File: src/rtl/dpt_pkg.sv
// shared constants and types for the djb2 presence table
package dpt_pkg;

   localparam int unsigned HASH_W       = 32;
   localparam int unsigned CFG_W        = 17;
   localparam int unsigned SLOT_FIELD_W = 16;
   localparam int unsigned BYTE_W       = 8;
   localparam int unsigned STEP_W       = 5;
   localparam int unsigned HASH_SHIFT   = 5;
   localparam int unsigned SLOTS_DEF    = 65536;

   localparam logic [HASH_W-1:0] HASH_SEED  = 32'd5381;
   localparam logic [HASH_W-1:0] COUNT_MAX  = 32'hFFFF_FFFF;
   localparam logic [CFG_W-1:0]  SIZE_RESET = 17'h1_0000;
   localparam logic [STEP_W-1:0] STEP_LAST  = 5'd31;

   localparam logic MODE_INSERT = 1'b0;
   localparam logic MODE_CHECK  = 1'b1;

   typedef enum logic [4:0] {
      ST_CLEAR = 5'b00001,
      ST_IDLE  = 5'b00010,
      ST_DIV   = 5'b00100,
      ST_READ  = 5'b01000,
      ST_LOOK  = 5'b10000
   } state_type;

   typedef struct packed {
      logic busy;
      logic done;
   } div_stat_type;

   typedef struct packed {
      logic rd_en;
      logic wr_en;
   } mem_ctl_type;

endpackage

File: src/rtl/dpt_mod_unit.sv
// iterative restoring modulo unit, one dividend bit per cycle
module dpt_mod_unit import dpt_pkg::*; (
   input  logic              clock,
   input  logic              reset,
   input  logic              start,
   input  logic [HASH_W-1:0] dividend,
   input  logic [CFG_W-1:0]  divisor,
   output logic [CFG_W-1:0]  remainder,
   output div_stat_type      stat
);

   logic [HASH_W-1:0] dvd_ff, dvd_in;
   logic [CFG_W-1:0]  rem_ff, rem_in;
   logic [CFG_W-1:0]  dsr_ff, dsr_in;
   logic [STEP_W-1:0] cnt_ff, cnt_in;
   logic              busy_ff, busy_in;
   logic              done_ff, done_in;
   logic [CFG_W:0]    trial;
   logic [CFG_W:0]    diff;

   always_comb begin
      trial = {rem_ff, dvd_ff[HASH_W-1]};
      diff  = trial - {1'b0, dsr_ff};
   end

   always_comb begin
      dvd_in  = dvd_ff;
      rem_in  = rem_ff;
      dsr_in  = dsr_ff;
      cnt_in  = cnt_ff;
      busy_in = busy_ff;
      done_in = 1'b0;
      if (start) begin
         dvd_in  = dividend;
         rem_in  = '0;
         dsr_in  = divisor;
         cnt_in  = '0;
         busy_in = 1'b1;
      end else if (busy_ff) begin
         dvd_in = {dvd_ff[HASH_W-2:0], 1'b0};
         if (trial >= {1'b0, dsr_ff}) begin
            rem_in = diff[CFG_W-1:0];
         end else begin
            rem_in = trial[CFG_W-1:0];
         end
         cnt_in = cnt_ff + 1'b1;
         if (cnt_ff == STEP_LAST) begin
            busy_in = 1'b0;
            done_in = 1'b1;
         end
      end
   end

   always_ff @(posedge clock) begin
      dvd_ff <= dvd_in;
      rem_ff <= rem_in;
      dsr_ff <= dsr_in;
      cnt_ff <= cnt_in;
      if (reset) begin
         busy_ff <= 1'b0;
         done_ff <= 1'b0;
      end else begin
         busy_ff <= busy_in;
         done_ff <= done_in;
      end
   end

   assign remainder = rem_ff;
   assign stat      = '{busy: busy_ff, done: done_ff};

endmodule

File: config.mk
export PLATFORM = sky130hd
export DESIGN_NAME = dpt_mod_unit
export DESIGN_NICKNAME = d
export VERILOG_FILES = /design/src/rtl/dpt_pkg.sv /design/src/rtl/dpt_mod_unit.sv
export SDC_FILE = /design/constraint.sdc
export NUM_CORES = 1
export LEC_CHECK = 0
export BUFFER_PORTS_ARGS = -buffer_cell sky130_fd_sc_hd__buf_2
export CAP_MARGIN = 5
export CORE_UTILIZATION = 60
export CTS_CLUSTER_SIZE = 24
export DETAILED_ROUTE_END_ITERATION = 8
export PLACE_DENSITY = 0.89
export SETUP_SLACK_MARGIN = 0.1
export SLEW_MARGIN = 30
export SYNTH_ARGS = -nofsm -noshare
export SYNTH_HDL_FRONTEND = slang
export SYNTH_SLANG_ARGS = --single-unit
File: constraint.sdc
create_clock -name clock -period 5.65 [get_ports clock]
set_input_delay 0.565 -clock clock [delete_from_list [all_inputs] [get_ports clock]]
set_output_delay 0.565 -clock clock [all_outputs]
set_load 0.1 [all_outputs]
# Yosys cells after proc, flatten, opt, wreduce, memory -nomap -nowiden
# Cells that the tools add are included.
[op_classes]
n_addsub = 2
magnitude_cmp = 1
n_eq_ne = 1
mux = 7
bitwise_logic = 1
reduce_logical = 2
[op_table]
columns = ["op", "count"]
rows = [
  ["$mux 32", 2],
  ["$ge 18x17->1", 1],
  ["$mux 17", 1],
  ["$sub 17x17->17", 1],
  ["$add 5x1->5 const B", 1],
  ["$eq 5x5->1 const B", 1],
  ["$mux 1", 4],
  ["$reduce_or 3->1", 1],
  ["$reduce_bool 2->1", 1],
  ["$not 1->1", 1],
]
[totals]
ff_bits = 73
in_bits = 52
output_inout_bits = 19
wordCells = 20

# Depth between registers and ports, before layout
# Gate-level depths: netlist of the first run.
[depth]
word_depth = 4
depth_mapped = 11
ltp_nobuf = 10

# Worst setup path after synthesis of the first run
# OpenSTA, ideal clock, no wires.
[synth_path]
path_type = "reg-to-reg"
startpoint = "reg rem_ff[3], in the netlist remainder[3]"
endpoint = "reg rem_ff[10], in the netlist remainder[10]"
setup_ns = 0.088
arrival_ns = 2.936
required_ns = 5.562
slack_ns = 2.626
stages_incl_launch_ff = 9
n_path_buf = 1
synth_period_minus_slack_ns = 3.024
path_cell_list = "dfxtp_1 ha_1 a21o_1 a221oi_4 o2111ai_2 a21oi_1 buf_4 nand2_1 a311oi_2"
[synth_between]
elab_chain_len = 2
word_cells_on_any_way = 3
cone_classes = "1 x add/sub; 1 x order compare; 1 x mux"
[synth_lines]
columns = ["element", "line", "text"]
rows = [
  ["start, declared", "dpt_mod_unit.sv:13", "logic [CFG_W-1:0] rem_ff, rem_in;"],
  ["start signal, assigned", "dpt_mod_unit.sv:56", "rem_ff <= rem_in;"],
  ["$sub 17x17->17 or $ge 18x17->1 (tied branches)", "dpt_mod_unit.sv:23, dpt_mod_unit.sv:41", ""],
  ["$mux 17 *", "dpt_mod_unit.sv:41", "if (trial >= {1'b0, dsr_ff}) begin"],
]
# Mark *: on every way between the ends. The rest lies on a longest branch, timed or not.
# A chain may end at the register's enable or synchronous reset.

# Worst setup path in the final report of the first run
[layout_path]
startpoint = "reg dvd_ff[31]"
endpoint = "reg rem_ff[0], in the netlist remainder[0]"
[layout_between]
elab_chain_len = 2
word_cells_on_any_way = 3
cone_classes = "1 x add/sub; 1 x order compare; 1 x mux"
[layout_lines]
columns = ["element", "line", "text"]
rows = [
  ["start, declared", "dpt_mod_unit.sv:12", "logic [HASH_W-1:0] dvd_ff, dvd_in;"],
  ["start signal, assigned", "dpt_mod_unit.sv:55", "dvd_ff <= dvd_in;"],
  ["$sub 17x17->17 or $ge 18x17->1 (tied branches)", "dpt_mod_unit.sv:23, dpt_mod_unit.sv:41", ""],
  ["$mux 17 *", "dpt_mod_unit.sv:41", ""],
]
# Marked as above.

==> impl_results.md, run 1 <==
* Outcome: complete, no violations
* Vias/cell at 5.97
* Endpoint class of the critical path: flop
* I/O pin cnt at 71
* Max clock buf depth at 2
* Setup WS post-layout at 2.42 ns
* Synthesis warning total at 0
* Fin nets at 483
* Clk sinks at 73
* Area Overhead vs Synth at 14.7%
* Pwr per Cell Area at 292 nW/µm²
* RSZ-0062 raised after global routing: false
* FFs w/ async S/R, synth at 0
* Reg-to-Reg End: remainder[0]
* Final hold vios at 0
* Main combinational cell family by area after synthesis: compound AO/OA/AOI/OAI gates
* Initial Util at 0.637
* Pre-CTS setup slack at 2.49 ns
* Worst Hold Class: in2reg
* Area contributors post-synth: edfxtp_1 (38%), dfxtp_1 (12%), mux2_2 (9.0%)
* Core Region at 6100 µm²
* Top delay family on crit path: compound AO/OA/AOI/OAI gates
* Input/output buffers at 70
* Crit-path max cell delay at 0.77 ns
* Dpl hpwl at 5640 µm
* Multiplexer share of the synthesized area at 0.116
* Slowest CP cell: a21oi_1
* Routed WL at 7980 µm
* Root Buffer: clkbuf_8
* Post-Syn Area at 3880 µm²
* Ys flop type: edfxtp_1
* DIE HEIGHT at 82.4 µm
* Maximum clock rate at 0.310 GHz
* Initial antenna violation count at 0
* Post_cts resized at 0
* Antenna diodes at 0
* Sequential fraction of the synthesis area at 0.503
* Wire per inst at 16.2 µm
* Hold slack at 0.395 ns
* R2r setup slk at 2.42 ns
* Adder-Cell Fraction of Synth Area at 0.0664
* First-pass GRT wire length at 12,600 µm
* Remaining antenna violation count at 0
* Vias in the first global route at 2,776
* Flops & latches, synth at 73
* Distinct cells, synth at 52
* CP Data Arrival Time at 3.48 ns
* Hold Path Stages at 1
* Clock slew at reported path FFs at 0.08 ns
* Clock latency on the worst-skew pair at 0.35 ns
* Post-synthesis compound-gate area fraction at 0.133
* H-tree Lvls at 3
* Fin util at 0.730
* CTS tree: yes
* CTS buffer count at 9
* Xor/xnor cell area share of the yosys netlist at 0.0316
* GRT Util Overall at 0.257
* Yosys top cell by area: edfxtp_1
* Crit path max fanout at 12
* Share of layout cells above drive strength 1 at 0.298
* Setup CP Type: reg2reg
* Final RePlAce weighted congestion at 0.878
* Final period util at 0.572
* Hold Startpoint: divisor[15]
* Most common cell after layout, fill and taps aside: buf_2
* Post-Syn Instances at 343
* Core Rows at 28
* Setup TNS at 0 ns
* Worst-path cell chain: inv_1 -> ha_1 -> inv_1 -> fa_1 -> a21o_1 -> a221oi_4 -> o2111ai_2 -> a21oi_1 -> nand2_1 -> a311oi_1
* DRC errors left at 0
* Reg2reg path depth at 10
* Max VDD drop at 0.000196 V
* Most used cell, CP: inv_1
* Final min period at 3.23 ns
* DRT iter0 DRCs at 161
* Setup violators final at 0
* Die Area at 6800 µm²
* Synth Area in Simple Gates at 0.109
* Required @ worst endpoint at 5.90 ns
* Slew Limit Headroom at 0.385
* Syn avg cell area at 11.3 µm²
* Largest net degree at the start of global routing at 70
* Crit. Startpoint: dvd_ff[31]
* Worst slew pin tran at 0.923 ns
* Clock Skew at 0.00794 ns
* EDFF count, synth at 49
* Worst Hold End: dsr_ff[15]
* Launch point of the worst reg-to-reg path: dvd_ff[31]
* CTS Hold Bufs at 0
* Via Count at 2,931
* # Post-CTS Setup Buffers at 0
* Drt pass-1 iters at 5
* Most frequent cells in the layout: buf_2 (70), edfxtp_1 (49), mux2_2 (31)
* Max-cap check violation count at 0
* Kind of start point of the critical path: flop
* Chip width at 82.4 µm
* Leak at 0.00184 µW
* Syn Nets at 415
* GR Overflow Total at 0
* Top cell type's share of synthesized area at 0.379
* Critical path buffer and inverter count at 2
* Max-slew violations at 0
==> through the flow <==
step | std cells | power [µW] | area (µm²)
floorplan | 343 | 841 | 3880
global placement | 475 | 895 | 4260
detailed placement | 475 | 903 | 4260
CTS | 491 | 1310 | 4450
global route | 491 | 1360 | 4450
finish | 491 | 1300 | 4450
==> metal layers <==
layer  up-vias  GRT usage  wire, µm
met2       104      0.415      3900
met3        23     0.0791       621
li1       1414          -         -
met5         -          0         0
met1      1390      0.310      3250
met4         0      0.128       199
==> cell families (layout without fill, tap and decap cells) <==
logic type | count (synthesis) | count (layout)
fa+ha+maj | 20 | 20
simple gates | 85 | 85
compound gates | 74 | 74
buf+inv | 36 | 109
xor+xnor | 14 | 14
mux | 41 | 41
flops | 73 | 73
==> how the worst max path moves through the flow <==
stage	endpoint	slack, ns	cells past startpoint
final	remainder[0]	2.42	10
after global routing	remainder[0]	2.23	10
after CTS	remainder[0]	2.43	10
after detailed placement	remainder[0]	2.49	10
after global placement	remainder[10]	2.65	10
after floorplan	remainder[10]	2.63	8
==> registers in the layout (all words and copies together) (netlist names) <==
name / flops
busy_ff: 1
dsr_ff: 17
dvd_ff: 32
cnt_ff: 5
remainder: 17
done_ff: 1
==> area by class of cell <==
class                   count  area, µm²
clock buffers              10        128
clock inverters             6       67.6
fillers                   451       1640
inverters                  21       78.8
multi-input cells         234       1770
flip-flops and latches     73       1950
well taps                  75       93.8
repair buffers             72        365
==> synth_stat cells (2+ instances only) <==
cell type   n
a211oi_1   10
a21o_1      5
a21oi_1    21
a32oi_1     5
and3_1      3
buf_1       2
buf_4       3
clkbuf_1    8
dfxtp_1    24
edfxtp_1   49
ha_1       19
inv_1      21
mux2_2     31
mux2i_1    10
nand2_1    22
nand2b_1    4
nand3_1     6
nand4_1     3
nand4b_1    3
nor2_1     24
nor2b_1     2
nor3_1      5
nor3b_1     2
nor4_1      3
o21a_1      2
o21ai_0    12
o21ai_1     5
o31ai_1     2
or3_1       2
xnor2_1     8
xor2_1      6
==> report_power, final <==
| part | switching [µW] | total, µW | internal (µW) |
|---|---|---|---|
| clock network | 201 | 406 | 206 |
| registers | 18.1 | 637 | 619 |
| logic | 162 | 258 | 95.2 |
| total | 381 | 1300 | 920 |
Note: power is estimated with default switching activity, not from simulation.
==> run 2: changes to the inputs <==
Settings changed: CORE_UTILIZATION 60 to 56, PLACE_DENSITY 0.89 to 0.84.
Clock period 5.65 ns to 3.2 ns, I/O delays scaled along.
==> impl_results.md, run 2 (same netlist as run 1, synthesis figures left out) <==
* Final hold vios at 0 (unchanged)
* Setup CP Type: reg2reg (unchanged)
* GR Overflow Total at 0 (unchanged)
* Worst Hold Class: in2reg (unchanged)
* Final period util at 0.811 (was 0.572)
* Wire per inst at 16.9 µm (was 16.2 µm)
* CP Data Arrival Time at 2.88 ns (was 3.48 ns)
* Via Count at 2,925 (was 2,931)
* CTS tree: yes (unchanged)
* Fin nets at 486 (was 483)
* H-tree Lvls at 3 (unchanged)
* Max-slew violations at 0 (unchanged)
* Vias in the first global route at 2,831 (was 2,776)
* Comb power frac at 0.199 (was 0.198)
* Share of layout cells above drive strength 1 at 0.305 (was 0.298)
* Antenna diodes at 0 (unchanged)
* Routed WL at 8380 µm (was 7980 µm)
* Max reg flops at 32 (unchanged)
* P_int at 1630 µW (was 920 µW)
* Root Buffer: clkbuf_8 (unchanged)
* Chip width at 85.3 µm (was 82.4 µm)
* First-pass GRT wire length at 13,600 µm (was 12,600 µm)
* Setup violators final at 0 (unchanged)
* Initial Util at 0.594 (was 0.637)
* CTS Hold Bufs at 0 (unchanged)
* DIE HEIGHT at 85.3 µm (was 82.4 µm)
* Worst slew pin tran at 0.810 ns (was 0.923 ns)
* Most common cell after layout, fill and taps aside: buf_2 (unchanged)
* Slew Limit Headroom at 0.460 (was 0.385)
* Vias/cell at 5.90 (was 5.97)
* # Post-CTS Setup Buffers at 0 (unchanged)
* Final min period at 2.60 ns (was 3.23 ns)
* I/O pin cnt at 71 (unchanged)
* Leak at 0.00186 µW (was 0.00184 µW)
* Clock Skew at 0.0136 ns (was 0.00794 ns)
* Required @ worst endpoint at 3.49 ns (was 5.90 ns)
* Area Overhead vs Synth at 15.4% (was 14.7%)
* Clock latency on the worst-skew pair at 0.35 ns (about the same)
* Core Region at 6530 µm² (was 6100 µm²)
* Hold slack at 0.138 ns (was 0.395 ns)
* DRT iter0 DRCs at 130 (was 161)
* Flop pwr share at 0.482 (was 0.490)
* Fin cells at 496 (was 491)
* Drt pass-1 iters at 4 (was 5)
* Inst Count DP at 480 (was 475)
* Outcome: complete, no violations (unchanged)
* Initial antenna violation count at 0 (unchanged)
* GRT Util Overall at 0.243 (was 0.257)
* Core Rows at 29 (was 28)
* RSZ-0062 raised after global routing: false (unchanged)
* Filler cell count at 492 (was 451)
* Pre-CTS setup slack at 0.630 ns (was 2.49 ns)
* Post_cts resized at 0 (unchanged)
* Clk sinks at 73 (unchanged)
* Max clock buf depth at 2 (unchanged)
* CTS buffer count at 9 (unchanged)
* Setup WS post-layout at 0.604 ns (was 2.42 ns)
* Pwr per Cell Area at 520 nW/µm² (was 292 nW/µm²)
* Setup TNS at 0 ns (unchanged)
* Fin util at 0.686 (was 0.730)
* Clock slew at reported path FFs at 0.09 ns (was 0.08 ns)
* Crit path max fanout at 9 (was 12)
* Endpoint class of the critical path: flop (unchanged)
* Maximum clock rate at 0.385 GHz (was 0.310 GHz)
* DRC errors left at 0 (unchanged)
* Die Area at 7270 µm² (was 6800 µm²)
* Largest net degree at the start of global routing at 69 (was 70)
* Switching Share at 0.301 (was 0.293)
* Largest Register: dvd_ff (unchanged)
* Kind of start point of the critical path: flop (unchanged)
* Net Switching at 702 µW (was 381 µW)
* Max VDD drop at 0.000347 V (was 0.000196 V)
* Remaining antenna violation count at 0 (unchanged)
* Input/output buffers at 70 (unchanged)
* Clk network pwr share at 0.319 (was 0.312)
* Most frequent cells in the layout: buf_2 (70), edfxtp_1 (49), mux2_2 (31) (unchanged)
* Final RePlAce weighted congestion at 0.953 (was 0.878)
* Dpl hpwl at 5870 µm (was 5640 µm)
* Max-cap check violation count at 0 (unchanged)
## run 2: cell types whose count changed in the layout (fill, tap and decap cells not counted), sizes merged
cell,delta
clkbuf,-1
inv,+1
buf,+3
## run 2: cell type report
| type | instances | area [µm²] | area share |
|---|---|---|---|
| clock buffer | 9 | 124 | 0.0276 |
| inverter | 21 | 78.8 | 0.0176 |
| sequential | 73 | 1950 | 0.436 |
| tap | 77 | 96.3 | 0.0215 |
| multi-input combinational | 234 | 1770 | 0.394 |
| clock inverter | 7 | 76.3 | 0.0170 |
| timing repair buffer | 75 | 388 | 0.0865 |
## run 2: power by group through the flow
| stage | Clock, µW | Combinational [µW] | Sequential, µW |
|---|---|---|---|
| 2_1_floorplan | 0 | 276 | 1210 |
| 3_3_place_gp | 0 | 448 | 1140 |
| 3_5_place_dp | 0 | 458 | 1150 |
| 4_1_cts | 755 | 461 | 1130 |
| 5_1_grt | 791 | 502 | 1130 |
| 6_report | 745 | 464 | 1120 |
## run 2: final timing paths
check,startpoint,end,slack (ns),cells after the start
max,dvd_ff[31],remainder[11],0.60,11
min,divisor[5],dsr_ff[5],0.14,1
max reg2reg,dvd_ff[31],remainder[11],0.60,11
min reg2reg,cnt_ff[4],cnt_ff[4],0.52,2
## run 2: worst max-delay path: stages, from the launching register on
cell and delay (ns):
edfxtp_1 0.40, inv_1 0.07, ha_1 0.15, inv_1 0.05
fa_1 0.42, a21o_1 0.25, a221oi_4 0.26, o2111ai_2 0.15
a21oi_1 0.33, buf_4 0.23, nand4b_1 0.12, nand3_1 0.11
## run 2: per-stage QoR
stage | power (µW) | area [µm²]
2_1_floorplan | 1490 | 3880
3_3_place_gp | 1590 | 4280
3_5_place_dp | 1600 | 4280
4_1_cts | 2340 | 4480
5_1_grt | 2430 | 4480
6_report | 2330 | 4480
## run 2: per-layer routing
metal / wire length, µm / GRT usage / part of all wire
met5: 0 / 0 / 0
met2: 4020 / 0.392 / 0.48
met3: 568 / 0.0720 / 0.068
met4: 129 / 0.0848 / 0.015
met1: 3660 / 0.312 / 0.44
==> run 3: changes to the inputs <==
Clock period 3.2 ns to 2.53 ns, I/O delays scaled along.
==> impl_results.md, run 3 (same netlist as run 1, synthesis figures left out) <==
* Fin nets at 499 (was 486)
* Share of layout cells above drive strength 1 at 0.382 (was 0.305)
* Clock latency on the worst-skew pair at 0.35 ns (about the same)
* Setup WS post-layout at -0.00445 ns (was 0.604 ns)
* Area Overhead vs Synth at 19.9% (was 15.4%)
* GR Overflow Total at 0 (unchanged)
* Final hold vios at 0 (unchanged)
* Top delay family on crit path: compound AO/OA/AOI/OAI gates (unchanged)
* Drt pass-1 iters at 5 (was 4)
* Most common cell after layout, fill and taps aside: buf_2 (unchanged)
* Max VDD drop at 0.000441 V (was 0.000347 V)
* CP Data Arrival Time at 2.80 ns (was 2.88 ns)
* Core Region at 6530 µm² (unchanged)
* Core Rows at 29 (unchanged)
* Clk sinks at 73 (unchanged)
* Largest Register: dvd_ff (unchanged)
* Required @ worst endpoint at 2.80 ns (was 3.49 ns)
* Setup TNS at -0.00472 ns (was 0 ns)
* Setup CP Type: reg2reg (unchanged)
* Root Buffer: clkbuf_8 (unchanged)
* Max-slew violations at 0 (unchanged)
* H-tree Lvls at 3 (unchanged)
* CTS tree: yes (unchanged)
* Worst slew pin tran at 0.742 ns (was 0.810 ns)
* GRT Util Overall at 0.246 (was 0.243)
* Footprint of the multi-input gates at 1840 µm² (was 1770 µm²)
* Pre-CTS setup slack at 0.0249 ns (was 0.630 ns)
* Input/output buffers at 70 (unchanged)
* Initial Util at 0.594 (unchanged)
* Setup violators final at 2 (was 0)
* Filler cell count at 494 (was 492)
* Remaining antenna violation count at 0 (unchanged)
* Maximum clock rate at 0.395 GHz (was 0.385 GHz)
* Switching Share at 0.310 (was 0.301)
* Vias in the first global route at 2,890 (was 2,831)
* Comb power frac at 0.220 (was 0.199)
* Outcome: complete, but fails checks (was complete, no violations)
* Chip width at 85.3 µm (unchanged)
* Hold slack at 0.0683 ns (was 0.138 ns)
* Critical path buffer and inverter count at 2 (was 3)
* Failing checks: negative setup slack
* Fin util at 0.713 (was 0.686)
* Slew Limit Headroom at 0.504 (was 0.460)
* Worst-path cell chain: inv_1 -> ha_2 -> inv_2 -> fa_2 -> a21o_1 -> a221oi_4 -> o2111ai_4 -> a21o_2 -> mux2i_1 -> a211oi_1 (was inv_1 -> ha_1 -> inv_1 -> fa_1 -> a21o_1 -> a221oi_4 -> o2111ai_2 -> a21oi_1 -> buf_4 -> nand4b_1 -> nand3_1)
* Clock slew at reported path FFs at 0.08 ns (was 0.09 ns)
* First-pass GRT wire length at 13,700 µm (was 13,600 µm)
* DRC errors left at 0 (unchanged)
* Max reg flops at 32 (unchanged)
* Max clock buf depth at 2 (unchanged)
* Wire per inst at 17.1 µm (was 16.9 µm)
* Worst Hold Class: in2reg (unchanged)
* Die Area at 7270 µm² (unchanged)
* CTS buffer count at 9 (unchanged)
* Final RePlAce weighted congestion at 0.957 (was 0.953)
* RSZ-0062 raised after global routing: true (was false)
* Initial antenna violation count at 0 (unchanged)
* Final period util at 1.00 (was 0.811)
* P_int at 1980 µW (was 1630 µW)
* Slowest CP cell: edfxtp_1 (was fa_1)
* Endpoint class of the critical path: flop (unchanged)
* Crit path max fanout at 6 (was 9)
* Dpl hpwl at 6060 µm (was 5870 µm)
* Final min period at 2.53 ns (was 2.60 ns)
* Net Switching at 888 µW (was 702 µW)
* Via Count at 3,055 (was 2,925)
* Crit-path max cell delay at 0.39 ns (was 0.42 ns)
* Max-cap check violation count at 0 (unchanged)
* DRT iter0 DRCs at 350 (was 130)
* Leak at 0.00193 µW (was 0.00186 µW)
* Post-DP Area at 4380 µm² (was 4280 µm²)
* Clock Skew at 0.00493 ns (was 0.0136 ns)
* Largest net degree at the start of global routing at 45 (was 69)
* Vias/cell at 6.00 (was 5.90)
* DIE HEIGHT at 85.3 µm (unchanged)
* I/O pin cnt at 71 (unchanged)
* Clk network pwr share at 0.283 (was 0.319)
* Kind of start point of the critical path: flop (unchanged)
* Pwr per Cell Area at 615 nW/µm² (was 520 nW/µm²)
* Flop pwr share at 0.497 (was 0.482)
* Antenna diodes at 0 (unchanged)
* Most frequent cells in the layout: buf_2 (70), edfxtp_1 (49), mux2_2 (31) (unchanged)
* CTS Hold Bufs at 0 (unchanged)
* Sequential cell area at 1980 µm² (was 1950 µm²)
* Post-layout instance area at 4660 µm² (was 4480 µm²)
* Routed WL at 8730 µm (was 8380 µm)
==> run 3: cell types whose count changed in the layout (fill, tap and decap cells not counted), sizes merged <==
| cell | previous run | this run |
|---|---|---|
| a21o | 6 | 7 |
| buf | 75 | 87 |
| bufinv | 1 | 0 |
| clkinv | 2 | 3 |
| clkinvlp | 2 | 3 |
| inv | 23 | 22 |
==> run 3: power groups by stage <==
stage          clock network (µW)  logic (µW)  registers (µW)
2_1_floorplan                   0         349            1530
3_3_place_gp                    0         580            1450
3_5_place_dp                    0         594            1450
4_1_cts                       822         605            1420
5_1_grt                       858         681            1430
6_report                      812         631            1420
==> run 3: worst register-to-register path: stages (launching register included) <==
cell	delay, ns
edfxtp_1	0.39
inv_1	0.08
ha_2	0.18
inv_2	0.04
fa_2	0.33
a21o_1	0.21
a221oi_4	0.34
o2111ai_4	0.21
a21o_2	0.35
mux2i_1	0.14
a211oi_1	0.18
==> run 3: path summary, 6_finish.rpt <==
path | startpoint | end | slack (ns) | cells after the start
hold reg to reg | remainder[5] | remainder[5] | 0.51 | 2
setup / recovery | dvd_ff[31] | remainder[6] | -0.004 | 10
hold / removal | reset | busy_ff | 0.07 | 2
setup reg to reg | dvd_ff[31] | remainder[6] | -0.004 | 10
==> run 3: layout make-up <==
type                       instances  share of cell area
tap                               77              0.0207
multi-input combinational        235               0.396
clock buffer                       9              0.0266
inverter                          21              0.0169
timing repair buffer              87               0.104
clock inverter                     7             0.00967
sequential                        73               0.426
==> run 3: per-layer routing <==
layer  wire length [µm]  part of all wire  global-route usage  vias to the layer above
met5                  0                 0                   0                        -
met4                254             0.029               0.115                        0
met3                581             0.067              0.0574                       30
met2               4220              0.48               0.401                      128
met1               3670              0.42               0.313                     1447
li1                   -                 -                   -                     1450
==> run 3: stage by stage <==
stage	power [µW]	instances
2_1_floorplan	1880	343
4_1_cts	2850	507
3_5_place_dp	2040	488
3_3_place_gp	2030	488
5_1_grt	2970	509
6_report	2860	509
==> run 3: repair_timing <==
action,4_1_cts,5_1_grt
gates cloned,1,1
endpoints found under the hold margin,0,0
setup buffers,2,1
pin swaps,8,12
setup endpoints to repair,17,17
resized for setup,2,11
